===== src/ritoa_pkg.sv =====
// Shared types, constants and digit glyph lookup for the radix integer-to-ASCII unit.
package ritoa_pkg;

  localparam int IN_W       = 32;
  localparam int CHAR_W     = 7;
  localparam int BASE_W     = 6;
  localparam int DIGIT_W    = 6;
  localparam int COUNT_W    = 6;
  localparam int CFG_IDX_W  = 4;
  localparam int CFG_DATA_W = 6;
  localparam int DIV_STEP   = 8;

  localparam logic [CFG_IDX_W-1:0] CFG_NUMBER_BASE = CFG_IDX_W'(0);
  localparam logic [CFG_IDX_W-1:0] CFG_SIGNED_MODE = CFG_IDX_W'(1);

  localparam logic [BASE_W-1:0] BASE_MIN   = BASE_W'(2);
  localparam logic [BASE_W-1:0] BASE_MAX   = BASE_W'(36);
  localparam logic [BASE_W-1:0] BASE_RESET = BASE_W'(10);

  localparam logic [CHAR_W-1:0] CHAR_ZERO   = CHAR_W'(48);
  localparam logic [CHAR_W-1:0] CHAR_LETTER = CHAR_W'(87);

  typedef struct packed {
    logic [BASE_W-1:0] base;
    logic              signed_mode;
  } cfg_t;

  typedef enum logic [1:0] {
    BK_IDLE,
    BK_DIV,
    BK_EMIT
  } back_state_t;

  function automatic logic [CHAR_W-1:0] glyph(input logic [DIGIT_W-1:0] d);
    logic [CHAR_W-1:0] c;
    if (d < DIGIT_W'(10)) begin
      c = CHAR_ZERO + CHAR_W'(d);
    end else if (d < DIGIT_W'(36)) begin
      c = CHAR_LETTER + CHAR_W'(d);
    end else begin
      c = CHAR_ZERO;
    end
    return c;
  endfunction

endpackage


===== src/ritoa_ram.sv =====
// Generic single-write, single-read RAM with registered read data.
module ritoa_ram #(
  parameter int WIDTH = 6,
  parameter int DEPTH = 32
) (
  input  logic                     clk,
  input  logic                     we,
  input  logic [$clog2(DEPTH)-1:0] waddr,
  input  logic [WIDTH-1:0]         wdata,
  input  logic [$clog2(DEPTH)-1:0] raddr,
  output logic [WIDTH-1:0]         rdata
);

  logic [WIDTH-1:0] mem_r [DEPTH];
  logic [WIDTH-1:0] rdata_r;

  always_ff @(posedge clk) begin
    if (we) begin
      mem_r[waddr] <= wdata;
    end
    rdata_r <= mem_r[raddr];
  end

  assign rdata = rdata_r;

endmodule


===== src/ritoa_queue.sv =====
// Two-entry queue between the classifying front end and the conversion back end.
module ritoa_queue #(
  parameter int WIDTH = 33
) (
  input  logic             clk,
  input  logic             rst_n,
  input  logic             push,
  input  logic [WIDTH-1:0] push_data,
  output logic             full,
  input  logic             pop,
  output logic             pop_valid,
  output logic [WIDTH-1:0] pop_data
);

  logic [WIDTH-1:0] slot_r [2];
  logic             wr_r, wr_nxt;
  logic             rd_r, rd_nxt;
  logic [1:0]       count_r, count_nxt;

  always_comb begin
    wr_nxt    = wr_r ^ push;
    rd_nxt    = rd_r ^ pop;
    count_nxt = count_r;
    if (push && !pop) begin
      count_nxt = count_r + 2'd1;
    end else if (!push && pop) begin
      count_nxt = count_r - 2'd1;
    end
  end

  always_ff @(posedge clk) begin
    if (!rst_n) begin
      wr_r    <= 1'b0;
      rd_r    <= 1'b0;
      count_r <= 2'd0;
    end else begin
      wr_r    <= wr_nxt;
      rd_r    <= rd_nxt;
      count_r <= count_nxt;
    end
  end

  always_ff @(posedge clk) begin
    if (push) begin
      slot_r[wr_r] <= push_data;
    end
  end

  assign full      = (count_r == 2'd2);
  assign pop_valid = (count_r != 2'd0);
  assign pop_data  = slot_r[rd_r];

  a_count_bound: assert property (@(posedge clk) disable iff (!rst_n)
    count_r != 2'd3)
    else $error("queue count out of range");

  a_no_pop_empty: assert property (@(posedge clk) disable iff (!rst_n)
    pop |-> count_r != 2'd0)
    else $error("pop from empty queue");

  a_no_push_full: assert property (@(posedge clk) disable iff (!rst_n)
    push && !pop |-> count_r != 2'd2)
    else $error("push into full queue");

endmodule


===== src/ritoa_front.sv =====
// Front end: configuration registers, item intake and sign classification.
module ritoa_front #(
  parameter int VALUE_BITS = 32
) (
  input  logic                              clk,
  input  logic                              rst_n,
  input  logic                              cfg_we,
  input  logic [ritoa_pkg::CFG_IDX_W-1:0]   cfg_index,
  input  logic [ritoa_pkg::CFG_DATA_W-1:0]  cfg_wdata,
  input  logic                              in_valid,
  output logic                              in_stall,
  input  logic [ritoa_pkg::IN_W-1:0]        in_value,
  output ritoa_pkg::cfg_t                   cfg,
  output logic                              push,
  output logic [VALUE_BITS:0]               push_data,
  input  logic                              full
);

  ritoa_pkg::cfg_t          cfg_r, cfg_nxt;
  logic [ritoa_pkg::BASE_W-1:0] base_wr;
  logic [VALUE_BITS-1:0]    word;
  logic [VALUE_BITS-1:0]    mag;
  logic                     neg;

  always_comb begin
    base_wr = cfg_wdata[ritoa_pkg::BASE_W-1:0];
    if (base_wr < ritoa_pkg::BASE_MIN) begin
      base_wr = ritoa_pkg::BASE_MIN;
    end else if (base_wr > ritoa_pkg::BASE_MAX) begin
      base_wr = ritoa_pkg::BASE_MAX;
    end
  end

  always_comb begin
    cfg_nxt = cfg_r;
    if (cfg_we) begin
      case (cfg_index)
        ritoa_pkg::CFG_NUMBER_BASE: cfg_nxt.base = base_wr;
        ritoa_pkg::CFG_SIGNED_MODE: cfg_nxt.signed_mode = cfg_wdata[0];
        default: cfg_nxt = cfg_r;
      endcase
    end
  end

  always_ff @(posedge clk) begin
    if (!rst_n) begin
      cfg_r.base        <= ritoa_pkg::BASE_RESET;
      cfg_r.signed_mode <= 1'b1;
    end else begin
      cfg_r <= cfg_nxt;
    end
  end

  always_comb begin
    word = VALUE_BITS'(in_value);
    neg  = cfg_r.signed_mode & word[VALUE_BITS-1];
    mag  = neg ? (~word + VALUE_BITS'(1)) : word;
  end

  assign cfg       = cfg_r;
  assign in_stall  = full;
  assign push      = in_valid && !full;
  assign push_data = {neg, mag};

  a_base_range: assert property (@(posedge clk) disable iff (!rst_n)
    cfg_r.base >= ritoa_pkg::BASE_MIN && cfg_r.base <= ritoa_pkg::BASE_MAX)
    else $error("radix register out of range");

  a_neg_signed: assert property (@(posedge clk) disable iff (!rst_n)
    push && push_data[VALUE_BITS] |-> cfg_r.signed_mode)
    else $error("negative flag set in unsigned mode");

  a_base_clamp: assert property (@(posedge clk) disable iff (!rst_n)
    cfg_we && cfg_index == ritoa_pkg::CFG_NUMBER_BASE
      && cfg_wdata >= ritoa_pkg::BASE_MIN && cfg_wdata <= ritoa_pkg::BASE_MAX
      |=> cfg_r.base == $past(cfg_wdata))
    else $error("in-range radix write not stored");

endmodule


===== src/ritoa_back.sv =====
// Back end: digit extraction by shared radix divider, digit store and reversed emission.
module ritoa_back #(
  parameter int MAX_DIGITS = 32,
  parameter int VALUE_BITS = 32
) (
  input  logic                               clk,
  input  logic                               rst_n,
  input  ritoa_pkg::cfg_t                    cfg,
  input  logic                               q_valid,
  input  logic [VALUE_BITS:0]                q_data,
  output logic                               q_pop,
  output logic                               out_valid,
  input  logic                               out_stall,
  output logic [ritoa_pkg::CHAR_W-1:0]       out_char_code,
  output logic                               out_negative,
  output logic [ritoa_pkg::COUNT_W-1:0]      out_digit_count,
  output logic                               out_last
);

  localparam int NPH = (VALUE_BITS + ritoa_pkg::DIV_STEP - 1) / ritoa_pkg::DIV_STEP;
  localparam int DW  = NPH * ritoa_pkg::DIV_STEP;
  localparam int PW  = (NPH > 1) ? $clog2(NPH) : 1;
  localparam int AW  = $clog2(MAX_DIGITS);
  localparam int CW  = $clog2(MAX_DIGITS + 1);

  ritoa_pkg::back_state_t state_r, state_nxt;

  logic [DW-1:0]                 quo_r, quo_nxt;
  logic [ritoa_pkg::DIGIT_W-1:0] rem_r, rem_nxt;
  logic [PW-1:0]                 phase_r, phase_nxt;
  logic [CW-1:0]                 cnt_r, cnt_nxt;
  logic [AW-1:0]                 ptr_r, ptr_nxt;
  logic                          dv_r, dv_nxt;
  logic                          neg_r, neg_nxt;

  logic                          o_valid_r, o_valid_nxt;
  logic [ritoa_pkg::CHAR_W-1:0]  o_char_r, o_char_nxt;
  logic                          o_neg_r, o_neg_nxt;
  logic [ritoa_pkg::COUNT_W-1:0] o_cnt_r, o_cnt_nxt;
  logic                          o_last_r, o_last_nxt;

  logic [DW-1:0]                 div_quo;
  logic [ritoa_pkg::DIGIT_W-1:0] div_rem;
  logic                          phase_last;
  logic                          stop;
  logic                          load;

  logic                          ram_we;
  logic [AW-1:0]                 ram_raddr;
  logic [ritoa_pkg::DIGIT_W-1:0] ram_rdata;

  always_comb begin
    logic [DW-1:0]                 q;
    logic [ritoa_pkg::DIGIT_W-1:0] r;
    logic [ritoa_pkg::DIGIT_W:0]   t;
    q = quo_r;
    r = rem_r;
    for (int i = 0; i < ritoa_pkg::DIV_STEP; i++) begin
      t = {r, q[DW-1]};
      q = {q[DW-2:0], 1'b0};
      if (t >= {1'b0, cfg.base}) begin
        r    = ritoa_pkg::DIGIT_W'(t - {1'b0, cfg.base});
        q[0] = 1'b1;
      end else begin
        r = t[ritoa_pkg::DIGIT_W-1:0];
      end
    end
    div_quo = q;
    div_rem = r;
  end

  assign phase_last = (phase_r == PW'(NPH - 1));
  assign stop       = (div_quo == '0) || (cnt_r == CW'(MAX_DIGITS - 1));
  assign load       = (state_r == ritoa_pkg::BK_EMIT) && dv_r && (!o_valid_r || !out_stall);

  always_comb begin
    state_nxt = state_r;
    case (state_r)
      ritoa_pkg::BK_IDLE: begin
        if (q_valid) begin
          state_nxt = ritoa_pkg::BK_DIV;
        end
      end
      ritoa_pkg::BK_DIV: begin
        if (phase_last && stop) begin
          state_nxt = ritoa_pkg::BK_EMIT;
        end
      end
      ritoa_pkg::BK_EMIT: begin
        if (load && ptr_r == '0) begin
          state_nxt = ritoa_pkg::BK_IDLE;
        end
      end
      default: state_nxt = ritoa_pkg::BK_IDLE;
    endcase
  end

  always_comb begin
    quo_nxt     = quo_r;
    rem_nxt     = rem_r;
    phase_nxt   = phase_r;
    cnt_nxt     = cnt_r;
    ptr_nxt     = ptr_r;
    dv_nxt      = dv_r;
    neg_nxt     = neg_r;
    q_pop       = 1'b0;
    ram_we      = 1'b0;
    ram_raddr   = ptr_r;
    o_valid_nxt = o_valid_r && out_stall;
    o_char_nxt  = o_char_r;
    o_neg_nxt   = o_neg_r;
    o_cnt_nxt   = o_cnt_r;
    o_last_nxt  = o_last_r;
    case (state_r)
      ritoa_pkg::BK_IDLE: begin
        if (q_valid) begin
          q_pop     = 1'b1;
          quo_nxt   = DW'(q_data[VALUE_BITS-1:0]);
          neg_nxt   = q_data[VALUE_BITS];
          rem_nxt   = '0;
          phase_nxt = '0;
          cnt_nxt   = '0;
        end
      end
      ritoa_pkg::BK_DIV: begin
        quo_nxt   = div_quo;
        rem_nxt   = div_rem;
        phase_nxt = phase_r + PW'(1);
        if (phase_last) begin
          ram_we    = 1'b1;
          rem_nxt   = '0;
          phase_nxt = '0;
          cnt_nxt   = cnt_r + CW'(1);
          ptr_nxt   = cnt_r[AW-1:0];
          dv_nxt    = 1'b0;
        end
      end
      ritoa_pkg::BK_EMIT: begin
        dv_nxt = 1'b1;
        if (load) begin
          ram_raddr   = ptr_r - AW'(1);
          ptr_nxt     = ptr_r - AW'(1);
          o_valid_nxt = 1'b1;
          o_char_nxt  = ritoa_pkg::glyph(ram_rdata);
          o_neg_nxt   = neg_r;
          o_cnt_nxt   = ritoa_pkg::COUNT_W'(cnt_r);
          o_last_nxt  = (ptr_r == '0);
        end
      end
      default: begin
        dv_nxt = 1'b0;
      end
    endcase
  end

  always_ff @(posedge clk) begin
    if (!rst_n) begin
      state_r   <= ritoa_pkg::BK_IDLE;
      o_valid_r <= 1'b0;
      dv_r      <= 1'b0;
    end else begin
      state_r   <= state_nxt;
      o_valid_r <= o_valid_nxt;
      dv_r      <= dv_nxt;
    end
  end

  always_ff @(posedge clk) begin
    quo_r    <= quo_nxt;
    rem_r    <= rem_nxt;
    phase_r  <= phase_nxt;
    cnt_r    <= cnt_nxt;
    ptr_r    <= ptr_nxt;
    neg_r    <= neg_nxt;
    o_char_r <= o_char_nxt;
    o_neg_r  <= o_neg_nxt;
    o_cnt_r  <= o_cnt_nxt;
    o_last_r <= o_last_nxt;
  end

  ritoa_ram #(
    .WIDTH (ritoa_pkg::DIGIT_W),
    .DEPTH (MAX_DIGITS)
  ) u_digit_store (
    .clk   (clk),
    .we    (ram_we),
    .waddr (cnt_r[AW-1:0]),
    .wdata (div_rem),
    .raddr (ram_raddr),
    .rdata (ram_rdata)
  );

  assign out_valid       = o_valid_r;
  assign out_char_code   = o_char_r;
  assign out_negative    = o_neg_r;
  assign out_digit_count = o_cnt_r;
  assign out_last        = o_last_r;

  a_rem_below_base: assert property (@(posedge clk) disable iff (!rst_n)
    state_r == ritoa_pkg::BK_DIV |-> rem_r < cfg.base)
    else $error("partial remainder not below radix");

  a_cnt_in_store: assert property (@(posedge clk) disable iff (!rst_n)
    state_r == ritoa_pkg::BK_DIV |-> cnt_r < CW'(MAX_DIGITS))
    else $error("digit index beyond store");

  a_ptr_below_cnt: assert property (@(posedge clk) disable iff (!rst_n)
    state_r == ritoa_pkg::BK_EMIT |-> CW'(ptr_r) < cnt_r)
    else $error("read pointer beyond digit count");

  a_pop_idle: assert property (@(posedge clk) disable iff (!rst_n)
    q_pop |-> state_r == ritoa_pkg::BK_IDLE && q_valid)
    else $error("queue popped while busy");

endmodule


===== src/radix_integer_to_ascii_unit.sv =====
// Top level of the radix integer-to-ASCII unit: front end, queue and back end.
// Flow: an item is registered into the queue; then, per digit, the shared 8-bit-per-cycle radix
// divider works through the value in 8-bit phases; then the digit store read is registered;
// then one digit goes out per cycle while out_stall is low. The back end takes one item at a
// time, and the two-entry queue lets the front end accept items while the back end is busy.
// Reset (synchronous, active low): radix 10, signed mode, queue and output empty.
module radix_integer_to_ascii_unit #(
  parameter int MAX_DIGITS = 32,
  parameter int VALUE_BITS = 32
) (
  input  logic                              clk,
  input  logic                              rst_n,
  input  logic                              cfg_we,
  input  logic [ritoa_pkg::CFG_IDX_W-1:0]   cfg_index,
  input  logic [ritoa_pkg::CFG_DATA_W-1:0]  cfg_wdata,
  input  logic                              in_valid,
  output logic                              in_stall,
  input  logic [ritoa_pkg::IN_W-1:0]        in_value,
  output logic                              out_valid,
  input  logic                              out_stall,
  output logic [ritoa_pkg::CHAR_W-1:0]      out_char_code,
  output logic                              out_negative,
  output logic [ritoa_pkg::COUNT_W-1:0]     out_digit_count,
  output logic                              out_last
);

  ritoa_pkg::cfg_t       cfg;
  logic                  push;
  logic [VALUE_BITS:0]   push_data;
  logic                  full;
  logic                  pop;
  logic                  pop_valid;
  logic [VALUE_BITS:0]   pop_data;

  ritoa_front #(
    .VALUE_BITS (VALUE_BITS)
  ) u_front (
    .clk       (clk),
    .rst_n     (rst_n),
    .cfg_we    (cfg_we),
    .cfg_index (cfg_index),
    .cfg_wdata (cfg_wdata),
    .in_valid  (in_valid),
    .in_stall  (in_stall),
    .in_value  (in_value),
    .cfg       (cfg),
    .push      (push),
    .push_data (push_data),
    .full      (full)
  );

  ritoa_queue #(
    .WIDTH (VALUE_BITS + 1)
  ) u_queue (
    .clk       (clk),
    .rst_n     (rst_n),
    .push      (push),
    .push_data (push_data),
    .full      (full),
    .pop       (pop),
    .pop_valid (pop_valid),
    .pop_data  (pop_data)
  );

  ritoa_back #(
    .MAX_DIGITS (MAX_DIGITS),
    .VALUE_BITS (VALUE_BITS)
  ) u_back (
    .clk             (clk),
    .rst_n           (rst_n),
    .cfg             (cfg),
    .q_valid         (pop_valid),
    .q_data          (pop_data),
    .q_pop           (pop),
    .out_valid       (out_valid),
    .out_stall       (out_stall),
    .out_char_code   (out_char_code),
    .out_negative    (out_negative),
    .out_digit_count (out_digit_count),
    .out_last        (out_last)
  );

endmodule

===== config.mk =====
export PLATFORM = sky130hd
export DESIGN_NAME = radix_integer_to_ascii_unit
export DESIGN_NICKNAME = d
export VERILOG_FILES = /design/src/ritoa_pkg.sv /design/src/ritoa_ram.sv /design/src/ritoa_queue.sv /design/src/ritoa_front.sv /design/src/ritoa_back.sv /design/src/radix_integer_to_ascii_unit.sv
export SDC_FILE = /design/constraint.sdc
export NUM_CORES = 1
export LEC_CHECK = 0
export ABC_CLOCK_PERIOD_IN_PS = 15700
export BUFFER_PORTS_ARGS = -buffer_cell sky130_fd_sc_hd__buf_2
export CAP_MARGIN = 20
export CORE_AREA = 2 2 198 180
export DETAILED_ROUTE_END_ITERATION = 16
export DIE_AREA = 0 0 200 182
export PLACE_DENSITY_LB_ADDON = 0.12
export SYNTH_ARGS = -nofsm -noshare
export SYNTH_HDL_FRONTEND = slang
export SYNTH_SLANG_ARGS = --single-unit

===== constraint.sdc =====
create_clock -name clk -period 15.7 [get_ports clk]
set_input_delay 2.355 -clock clk [delete_from_list [all_inputs] [get_ports clk]]
set_output_delay 2.355 -clock clk [all_outputs]
set_load 0.05 [all_outputs]

# --- Word-level counts from Yosys, hierarchy flattened ---
# Memories as Yosys holds them, arrays and structs flattened. A register that Yosys moved wholly into a read port is not among the register bits.
# Cells that the tools add are included.
# Widths: inputs -> output; s select.
totals:
  mem_bits_ro: 0
  elab_cells: 149
  memories: 2
  output_inout_bits: 17
  regBits: 82
  latch_bits: 0
  ramBits: 258
  input_bits: 47
op_classes:
  n_eq_ne: 10
  muxes: 54
  shifts: 0
  n_div: 0
  mul: 0
  n_bitwise: 5
  n_addsub: 16
  magnitude_cmp: 12
  reduce_logical: 32
memory_table:
  columns: ["name", "words", "word_bits", "rd", "rd_clocked_by_memory_dff", "write_ports", "line_no", "source"]
  rows:
  - ["u_back.u_digit_store.mem_r", 32, 6, 1, 1, 1, "ritoa_ram.sv:14", "logic [WIDTH-1:0] mem_r [DEPTH];"]
  - ["u_queue.slot_r", 2, 33, 1, 1, 1, "ritoa_queue.sv:15", "logic [WIDTH-1:0] slot_r [2];"]
ops:
  columns: ["operator", "count"]
  rows:
  - ["$mux 6", 13]
  - ["$mux 32", 2]
  - ["$pmux 32 s2", 1]
  - ["$ge 7x6->1", 8]
  - ["$sub 6x6->6", 8]
  - ["$add 32x1->32 const B", 1]
  - ["$logic_not 32->1", 1]
  - ["$not 32->32", 1]
  - ["$pmux 6 s2", 2]
  - ["$mux 1", 20]
  - ["$mux 5", 3]
  - ["$mux 2", 7]
  - ["$mux 7", 2]
  - ["$reduce_and 2->1", 7]
  - ["$pmux 5 s2", 1]
  - ["$logic_and 1x1->1", 8]
  - ["$reduce_bool 2->1", 4]
  - ["$add 6x6->7 const A", 1]
  - ["$add 7x6->7 const A", 1]
  - ["$add 6x1->6 const B", 1]
  - ["$eq 2x2->1 const B", 3]
  - ["$eq 6x5->1 const B", 1]
  - ["$gt 6x6->1 const B", 1]
  - ["$lt 6x2->1 const B", 1]
  - ["other kinds (21)", 31]

# --- Logic depth before layout (Yosys ltp) ---
# Gate-level depths: netlist of the first run.
logic_depth:
  word_depth: 21
  ltp_mapped: 81
  depth_no_buf: 77

# --- Cells and area by module ---
# A second synthesis of the first run with hierarchy kept.
hier_totals:
  cells_unflattened: 1264
  hier_area_um2: 17286.6
by_module_without_submodules:
  columns: ["mod", "area_per_inst_um2", "cells_per_inst", "instances", "seq_area_each_um2"]
  rows:
  - ["ritoa_ram", 7589.8, 323, 1, 5885.6]
  - ["ritoa_back", 5943.2, 665, 1, 2092.0]
  - ["ritoa_queue", 2611.3, 125, 1, 2082.0]
  - ["ritoa_front", 1142.3, 151, 1, 140.1]

# --- Least setup slack after synthesis of the first run ---
# Ideal clock, no wire load.
synth_path:
  kind: "reg2reg"
  from: "register u_front.cfg_r (netlist bit u_front.cfg[2])"
  to: "register u_back.rem_r[0] (netlist name) (data pin)"
  period_less_slack_ns: 16.782
  slack_ns: -1.082
  arrival_ns: 16.622
  stages_incl_launch_ff: 76
  required_time_ns: 15.540
  setup_time_ns: 0.160
  cell_sequence: "dfxtp_1 > inv_1 > ha_1 > a2111oi_0 > o2bb2ai_1 > clkbuf_1 > mux2_2 > ha_1 > a21o_1 > a21oi_1 > o21ai_0 > a221oi_2 > buf_4 > mux2_2 > ha_1 > o21a_1 > o31a_1 > nor3_1 > (+40 left out) > a21o_1 > a21oi_1 > o21ai_0 > a21oi_1 > o2111ai_4 > mux2_4 > mux2i_1 > ha_1 > a21o_1 > a21o_1 > a21o_1 > a21o_1 > a31o_2 > a21oi_1 > o31ai_1 > a221oi_4 > mux2i_1 > nor3b_1"
synth_via:
  elab_chain_cells: 18
  elab_cells_between_ends: 25
  cone_classes: "add/sub: 7; order compare: 8; mux: 10"
synth_lines:
  columns: ["item", "line_no", "source"]
  rows:
  - ["start, declared", "ritoa_front.sv:19", "ritoa_pkg::cfg_t cfg_r, cfg_nxt;"]
  - ["start signal, assigned", "ritoa_front.sv:50", "cfg_r <= cfg_nxt;"]
  - ["$sub 6x6->6 / $ge 7x6->1 (equally long branches)", "ritoa_back.sv:62, ritoa_back.sv:61", null]
  - ["$mux 6", "ritoa_back.sv:61", "if (t >= {1'b0, cfg.base}) begin"]
  - ["$sub 6x6->6 / $ge 7x6->1 (equally long branches)", "ritoa_back.sv:62, ritoa_back.sv:61", null]
  - ["$mux 6", "ritoa_back.sv:61", null]
  - ["$sub 6x6->6 / $ge 7x6->1 (equally long branches)", "ritoa_back.sv:62, ritoa_back.sv:61", null]
  - ["$mux 6", "ritoa_back.sv:61", null]
  - ["$sub 6x6->6 / $ge 7x6->1 (equally long branches)", "ritoa_back.sv:62, ritoa_back.sv:61", null]
  - ["$mux 6", "ritoa_back.sv:61", null]
  - ["(+3 left out)", null, null]
  - ["$mux 6", "ritoa_back.sv:61", null]
  - ["$sub 6x6->6 / $ge 7x6->1 (equally long branches)", "ritoa_back.sv:62, ritoa_back.sv:61", null]
  - ["$mux 6", "ritoa_back.sv:61", null]
  - ["$ge 7x6->1 (*)", "ritoa_back.sv:61", null]
  - ["$mux 6 (*)", "ritoa_back.sv:61", null]
  - ["named net u_back.div_rem (one bit)", "ritoa_back.sv:43", "logic [ritoa_pkg::DIGIT_W-1:0] div_rem;"]
  - ["$mux 6 (*)", "ritoa_back.sv:129", "if (phase_last) begin"]
  - ["$pmux 6 s2 (*)", "ritoa_back.sv:114", "case (state_r)"]
  - ["end signal, assigned", "ritoa_back.sv:170", "rem_r <= rem_nxt;"]
  - ["end, declared", "ritoa_back.sv:29", "logic [ritoa_pkg::DIGIT_W-1:0] rem_r, rem_nxt;"]
# The timed path passes the listed nets; every way through them passes the cells marked *.
# A chain may end at the register's enable or synchronous reset.

# --- Worst setup path in the final report of the first run ---
layout_path:
  from: "register u_back.quo_r[31]"
  to: "memory u_back.u_digit_store.mem_r[5][1] (data pin)"
layout_via:
  elab_chain_cells: 16
  elab_cells_between_ends: 24
  cone_classes: "add/sub: 8; order compare: 8; mux: 8"
layout_lines:
  columns: ["item", "line_no", "source"]
  rows:
  - ["start, declared", "ritoa_back.sv:28", "logic [DW-1:0] quo_r, quo_nxt;"]
  - ["start signal, assigned", "ritoa_back.sv:169", "quo_r <= quo_nxt;"]
  - ["$sub 6x6->6 / $ge 7x6->1 (equally long branches)", "ritoa_back.sv:62, ritoa_back.sv:61", null]
  - ["$mux 6 (*)", "ritoa_back.sv:61", null]
  - ["$sub 6x6->6 / $ge 7x6->1 (equally long branches)", "ritoa_back.sv:62, ritoa_back.sv:61", null]
  - ["$mux 6 (*)", "ritoa_back.sv:61", null]
  - ["$sub 6x6->6 / $ge 7x6->1 (equally long branches)", "ritoa_back.sv:62, ritoa_back.sv:61", null]
  - ["$mux 6 (*)", "ritoa_back.sv:61", null]
  - ["$sub 6x6->6 / $ge 7x6->1 (equally long branches)", "ritoa_back.sv:62, ritoa_back.sv:61", null]
  - ["$mux 6 (*)", "ritoa_back.sv:61", null]
  - ["$sub 6x6->6 / $ge 7x6->1 (equally long branches)", "ritoa_back.sv:62, ritoa_back.sv:61", null]
  - ["$mux 6 (*)", "ritoa_back.sv:61", null]
  - ["$sub 6x6->6 / $ge 7x6->1 (equally long branches)", "ritoa_back.sv:62, ritoa_back.sv:61", null]
  - ["$mux 6 (*)", "ritoa_back.sv:61", null]
  - ["$ge 7x6->1 / $sub 6x6->6 (equally long branches)", "ritoa_back.sv:61, ritoa_back.sv:62", null]
  - ["$mux 6 (*)", "ritoa_back.sv:61", null]
  - ["$sub 6x6->6 / $ge 7x6->1 (equally long branches)", "ritoa_back.sv:62, ritoa_back.sv:61", null]
  - ["$mux 6 (*)", "ritoa_back.sv:61", null]
  - ["named net u_back.div_rem (one bit)", "ritoa_back.sv:43", null]
  - ["end, declared", "ritoa_ram.sv:14", null]
# Marks and branches as above.

==> results of run 1 <==
## registers in the layout, indices dropped and copies added, names as in the netlist, named ones only
register,count
u_back.out_last,1
u_back.dv_r,1
u_queue.wr_r,1
u_back.u_digit_store.rdata,6
u_back.neg_r,1
u_queue.count_r,2
u_back.state_r,2
u_back.phase_r,2
u_back.cnt_r,6
u_back.out_digit_count,6
u_front.cfg,7
u_back.out_negative,1
u_queue.slot_r,66
u_back.out_char_code,7
u_back.quo_r,32
u_back.out_valid,1
u_queue.rd_r,1
u_back.u_digit_store.mem_r,192
u_back.ptr_r,5
u_back.rem_r,6
## stage by stage
step | util | instances | area [µm²] | setup slack, ps | hold slack [ps]
6_report | 0.574 | 1909 | 19800 | 799 | 424
4_1_cts | 0.562 | 1892 | 19400 | 44.8 | 430
5_1_grt | 0.574 | 1909 | 19800 | -47.7 | 429
3_3_place_gp | 0.524 | 1814 | 18100 | -44.3 | 406
2_1_floorplan | - | 1282 | 17000 | 13.6 | 400
3_5_place_dp | 0.524 | 1814 | 18100 | -500 | 419
## what timing repair did
action / in CTS / in global routing
pin swaps: 3 / 19
resized for setup: 8 / 48
endpoints found under the setup margin: 201 / 201
cloned: 5 / 1
setup buffers: 7 / 16
## metal layers
metal / track usage / wire length (µm)
met1: 0.345 / 18800
met2: 0.350 / 18400
met3: 0.0544 / 3330
met4: 0.0554 / 930
met5: 0 / 0
## cell usage in the layout (no fill, tap or decap), drive strengths merged, types with 5 or more instances in the layout
| master | n |
|---|---|
| nor3 | 18 |
| fa | 8 |
| or3 | 5 |
| o21ai | 91 |
| nand3 | 31 |
| xor2 | 27 |
| inv | 62 |
| a211oi | 6 |
| dfxtp | 22 |
| nand2 | 150 |
| a21o | 13 |
| xnor2 | 35 |
| mux4 | 48 |
| ha | 63 |
| nand2b | 15 |
| nor3b | 6 |
| and2 | 6 |
| nor2b | 22 |
| o21a | 9 |
| a21oi | 42 |
| o31ai | 7 |
| a21boi | 8 |
| buf | 131 |
| mux2 | 20 |
| clkinv | 16 |
| nor4 | 8 |
| mux2i | 36 |
| nor2 | 81 |
| edfxtp | 325 |
| clkbuf | 47 |
| o211ai | 14 |
## layout make-up
cell class / count / area [µm²]
clock buffers: 46 / 981
repair buffers: 132 / 942
multi-input cells: 834 / 6690
clock inverters: 20 / 189
well taps: 469 / 587
flip-flops and latches: 347 / 10200
inverters: 61 / 233
fillers: 2797 / 14700
## how the worst max path moves through the flow
stage,start,endpoint,slack (ps),cells after the start
3_5_place_dp,u_back.quo_r[31],u_back.rem_r[3],-500,73
4_1_cts,u_back.quo_r[31],u_back.rem_r[3],40,76
5_1_grt,u_back.quo_r[31],u_back.rem_r[0],-50,76
2_1_floorplan,u_front.cfg[2],u_back.rem_r[0],10,76
3_3_place_gp,u_back.quo_r[31],u_back.rem_r[3],-40,72
6_report,u_back.quo_r[31],u_back.u_digit_store.mem_r[5][1],800,73
## cells by family (layout without fill, tap and decap cells)
logic type / Yosys count / count (layout) / synth area share
AOI/OAI and AO/OA: 228 / 228 / 0.0884
xor gates and xnor gates: 62 / 62 / 0.0320
adders and majority gates: 71 / 71 / 0.0560
DFF: 347 / 347 / 0.602
buffers and inverters: 106 / 259 / 0.0241
and+or+nand+nor: 369 / 369 / 0.101
muxes: 99 / 104 / 0.0963
==> impl_metrics.yaml, run 1 <==
worst_setup_path:
  cp-start-kind: "flip-flop"
  r2r_setup_slack_ps: 800
  path_delay_family: "compound AO/OA/AOI/OAI gates"
  critPathBufInv: 8
  setup.worst_path.end_class: "flip-flop"
  critPathRequiredTime_ps: 15980
  crit_top_cell: "ha_1"
  r2r_end: "u_back.u_digit_store.mem_r[5][1]"
  worstPathMaxFanout: 14
  r2r_start: "u_back.quo_r[31]"
  worstPathArrival_ps: 15190
  crit_type: "reg2reg"
  cp_slowest_cell: "edfxtp_1"
  r2r_cells: 73
  max_stage_delay_ps: 380
hold_path:
  hold_depth: 0
  min_to: "u_back.out_negative"
  hp-start: "u_back.neg_r"
  worstHoldPathType: "reg2reg"
floorplanning:
  rows: 65
  die_x_um: 200
  die_area_um2: 36400
  pin_count: 64
  coreArea_um2: 34600
  initial_core_util: 0.490
  die_h_um: 182
logic_synthesis:
  synth.distinct_cells: 71
  synth_edf_count: 325
  async_reset_ff_frac: 0
  syn_inst: 1282
  netlist.top_cell.by_area: "edfxtp_1"
  synth.most_common_cell: "edfxtp_1"
  yosysTopAreaCellShare: 0.576
  ys_ff_latch: 347
  syn_avg_cell_area_um2: 13.2
  ys_top_cells_by_area: "edfxtp_1 (58%), mux4_2 (6.4%), ha_1 (4.7%)"
  netlist_area_um2: 17000
  seq_area_frac_synth: 0.602
  synth_commonest_cells: "edfxtp_1 (325), nand2_1 (150), o21ai_0 (88), nor2_1 (81), ha_1 (63)"
  ys.flop_type: "edfxtp_1"
  syn_nets: 1400
  yosys_warnings: 0
sta:
  hold_viol_final: 0
  max_freq_ghz: 0.0671
  fin_crit_ps: 14900
  fin_setup_tns_ps: 0
  relSlewSlack: 0.273
  tightest_slew_ps: 1090
  slew_viol_final: 0
  finClkSkew_ps: 16.5
  post-route-period-util: 0.949
  setup_violations: 0
detailed_routing:
  routedWlPerCell_um: 21.7
  vias: 10871
  wl_um: 41500
  drc_errors: 0
  ant_nets: 0
  drt_iter0_markers: 1038
  vias_per_cell: 5.69
  drt_first_pass_iters: 5
clocking:
  ctsLongestPathBuffers: 3
  cts_tree: "yes"
  htree_levels: 2
  cts.sink_count: 347
  hold_buffers: 0
  clkLatencyLatePin_ps: 540
  clk_pin_slew_ps: 60
  cts_root_buf: "clkbuf_16"
  cts_buffers: 38
job:
  drv_cap: 0
grt:
  overflow: 0
  grtUsageTotal: 0.233
  grt_max_degree: 66
  grt_antenna_before_repair: 0
  first_global_vias: 10394
  grt_pass1_wl_um: 62300
place:
  io_buffer_count: 63
  dp_hpwl_um: 27000
  gp_routability_congestion: 0.896
run_status:
  status: "completed"
final_layout:
  layout-drive-gt1-share: 0.213
  syn_to_final_growth_pct: 17.0
  nets: 1532
  num_antenna_cells: 0
Power of run 1 is left out: the tool's default activity adds up to more than one toggle a clock period on the data nets, which glitch-free logic cannot reach.
==> run 2: changes to the inputs <==
Settings changed: CELL_PAD_IN_SITES_DETAIL_PLACEMENT from default to 1, CELL_PAD_IN_SITES_GLOBAL_PLACEMENT from default to 1, CORE_AREA 2 2 198 180 to 2 2 204 186, DIE_AREA 0 0 200 182 to 0 0 206 188.
==> run 2 against run 1 <==
Register-to-register slack worse by 150 ps. Cell area is 0.14% higher. First-iteration DRC count is 24% lower. Critical path depth is 5 higher. Fmax is 0.98% lower. Critical endpoint is now u_back.u_digit_store.mem_r[15][3]. Highest routed layer unchanged.
==> impl_metrics.yaml, run 2 (synthesis gave the netlist of run 1 again) <==
final_layout:
  final_util: 0.541
  final_cell_mix: "edfxtp_1 (325), nand2_1 (148), o21ai_0 (77)"
  final_common_cell: "edfxtp_1"
  num_antenna_cells: 0
  layout-drive-gt1-share: 0.218
  top_regs: "u_back.u_digit_store.mem_r (192), u_queue.slot_r (66), u_back.quo_r (32)"
  syn_to_final_growth_pct: 17.1
  nets: 1538
  final_cell_area_um2: 19900
  largest_register_ffs: 192
  top_register: "u_back.u_digit_store.mem_r"
detailed_routing:
  vias: 11142
  drc_errors: 0
  routedWlPerCell_um: 23.9
  wl_um: 46000
  drt_iter0_markers: 793
  vias_per_cell: 5.78
  ant_nets: 0
  drt_first_pass_iters: 5
clocking:
  cts_root_buf: "clkbuf_16"
  cts_buffers: 37
  clk_pin_slew_ps: 60
  cts.sink_count: 347
  cts_tree: "yes"
  clkLatencyLatePin_ps: 560
  hold_buffers: 0
  ctsLongestPathBuffers: 3
  htree_levels: 2
grt:
  overflow: 0
  first_global_vias: 11491
  grt_max_degree: 67
  grtUsageTotal: 0.241
  grt_antenna_before_repair: 0
  grt_pass1_wl_um: 69100
worst_setup_path:
  cp-start-kind: "flip-flop"
  r2r_cells: 78
  r2r_end: "u_back.u_digit_store.mem_r[15][3]"
  critPathRequiredTime_ps: 15990
  r2r_start: "u_back.quo_r[31]"
  worstPathMaxFanout: 16
  crit_top_cell: "ha_1"
  cp_slowest_cell: "edfxtp_1"
  r2r_setup_slack_ps: 650
  worstPathArrival_ps: 15340
  crit_type: "reg2reg"
  max_stage_delay_ps: 390
  setup.worst_path.end_class: "flip-flop"
hold_path:
  min_to: "u_back.out_negative"
  hold_depth: 0
  hp-start: "u_back.neg_r"
  worstHoldPathType: "reg2reg"
sta:
  hold_ws_ps: 425
  fin_crit_ps: 15050
  max_freq_ghz: 0.0665
  relSlewSlack: 0.286
  post-route-period-util: 0.958
  finClkSkew_ps: 30.5
  hold_viol_final: 0
  setup_violations: 0
  slew_viol_final: 0
  tightest_slew_ps: 1070
floorplanning:
  coreArea_um2: 36700
  rows: 67
  pin_count: 64
  die_area_um2: 38700
  die_x_um: 206
  initial_core_util: 0.462
  die_h_um: 188
place:
  io_buffer_count: 63
  gp_routability_congestion: 0.885
  postPlaceCellArea_um2: 18100
  dp_hpwl_um: 29900
job:
  drv_cap: 0
run_status:
  status: "completed"
-- run 2: cell types whose count changed in the layout (fill, tap and decap cells not counted), sizes merged --
cell / before / now
buf: 131 / 138
inv: 62 / 61
-- run 2: worst max path at each step --
stage	start	endpoint	slack, ps
2_1_floorplan	u_front.cfg[2]	u_back.rem_r[0]	10
3_3_place_gp	u_back.rem_r[3]	u_back.rem_r[3]	-230
3_5_place_dp	u_back.quo_r[31]	u_back.rem_r[3]	-860
4_1_cts	u_back.quo_r[31]	u_back.u_digit_store.mem_r[3][2]	50
5_1_grt	u_front.cfg[6]	u_back.u_digit_store.mem_r[2][2]	-210
6_report	u_back.quo_r[31]	u_back.u_digit_store.mem_r[15][3]	650
-- run 2: routing by layer --
metal / global-route usage / routed length (µm)
met1: 0.352 / 21200
met2: 0.371 / 21100
met3: 0.0386 / 2530
met4: 0.0755 / 1230
met5: 0 / 0
-- run 2: worst max-delay path: cells and delay by family, from the launching register on --
kind,cells,cell delay (ps)
multiplexers,5,1540
buffers and inverters,9,1300
AND/OR/NAND/NOR,11,1190
AO/OA/AOI/OAI,45,7990
flip-flops,1,390
adder cells (fa/ha/maj),8,2340
-- run 2: what timing repair did --
action | CTS | global route
gates resized for setup | 24 | 31
setup endpoints to repair | 201 | 201
pin swaps | 4 | 18
setup buffers | 9 | 20
gates cloned | 5 | 1
-- run 2: final cells by class --
class	instances	area [µm²]
clock buffers	46	960
clock inverters	19	155
fillers	3670	16900
inverters	61	233
multi-input cells	834	6700
flip-flops and latches	347	10200
well taps	483	604
repair buffers	139	998
-- run 2: per-stage QoR --
| step | instances | setup slack (ps) | setup TNS (ps) |
|---|---|---|---|
| 2_1_floorplan | 1282 | 13.6 | 0 |
| 5_1_grt | 1929 | -212 | -36450 |
| 6_report | 1929 | 652 | 0 |
| 3_3_place_gp | 1829 | -228 | -14580 |
| 4_1_cts | 1908 | 49.1 | 0 |
| 3_5_place_dp | 1829 | -855 | -139560 |
Power of run 2 is left out for the same reason.
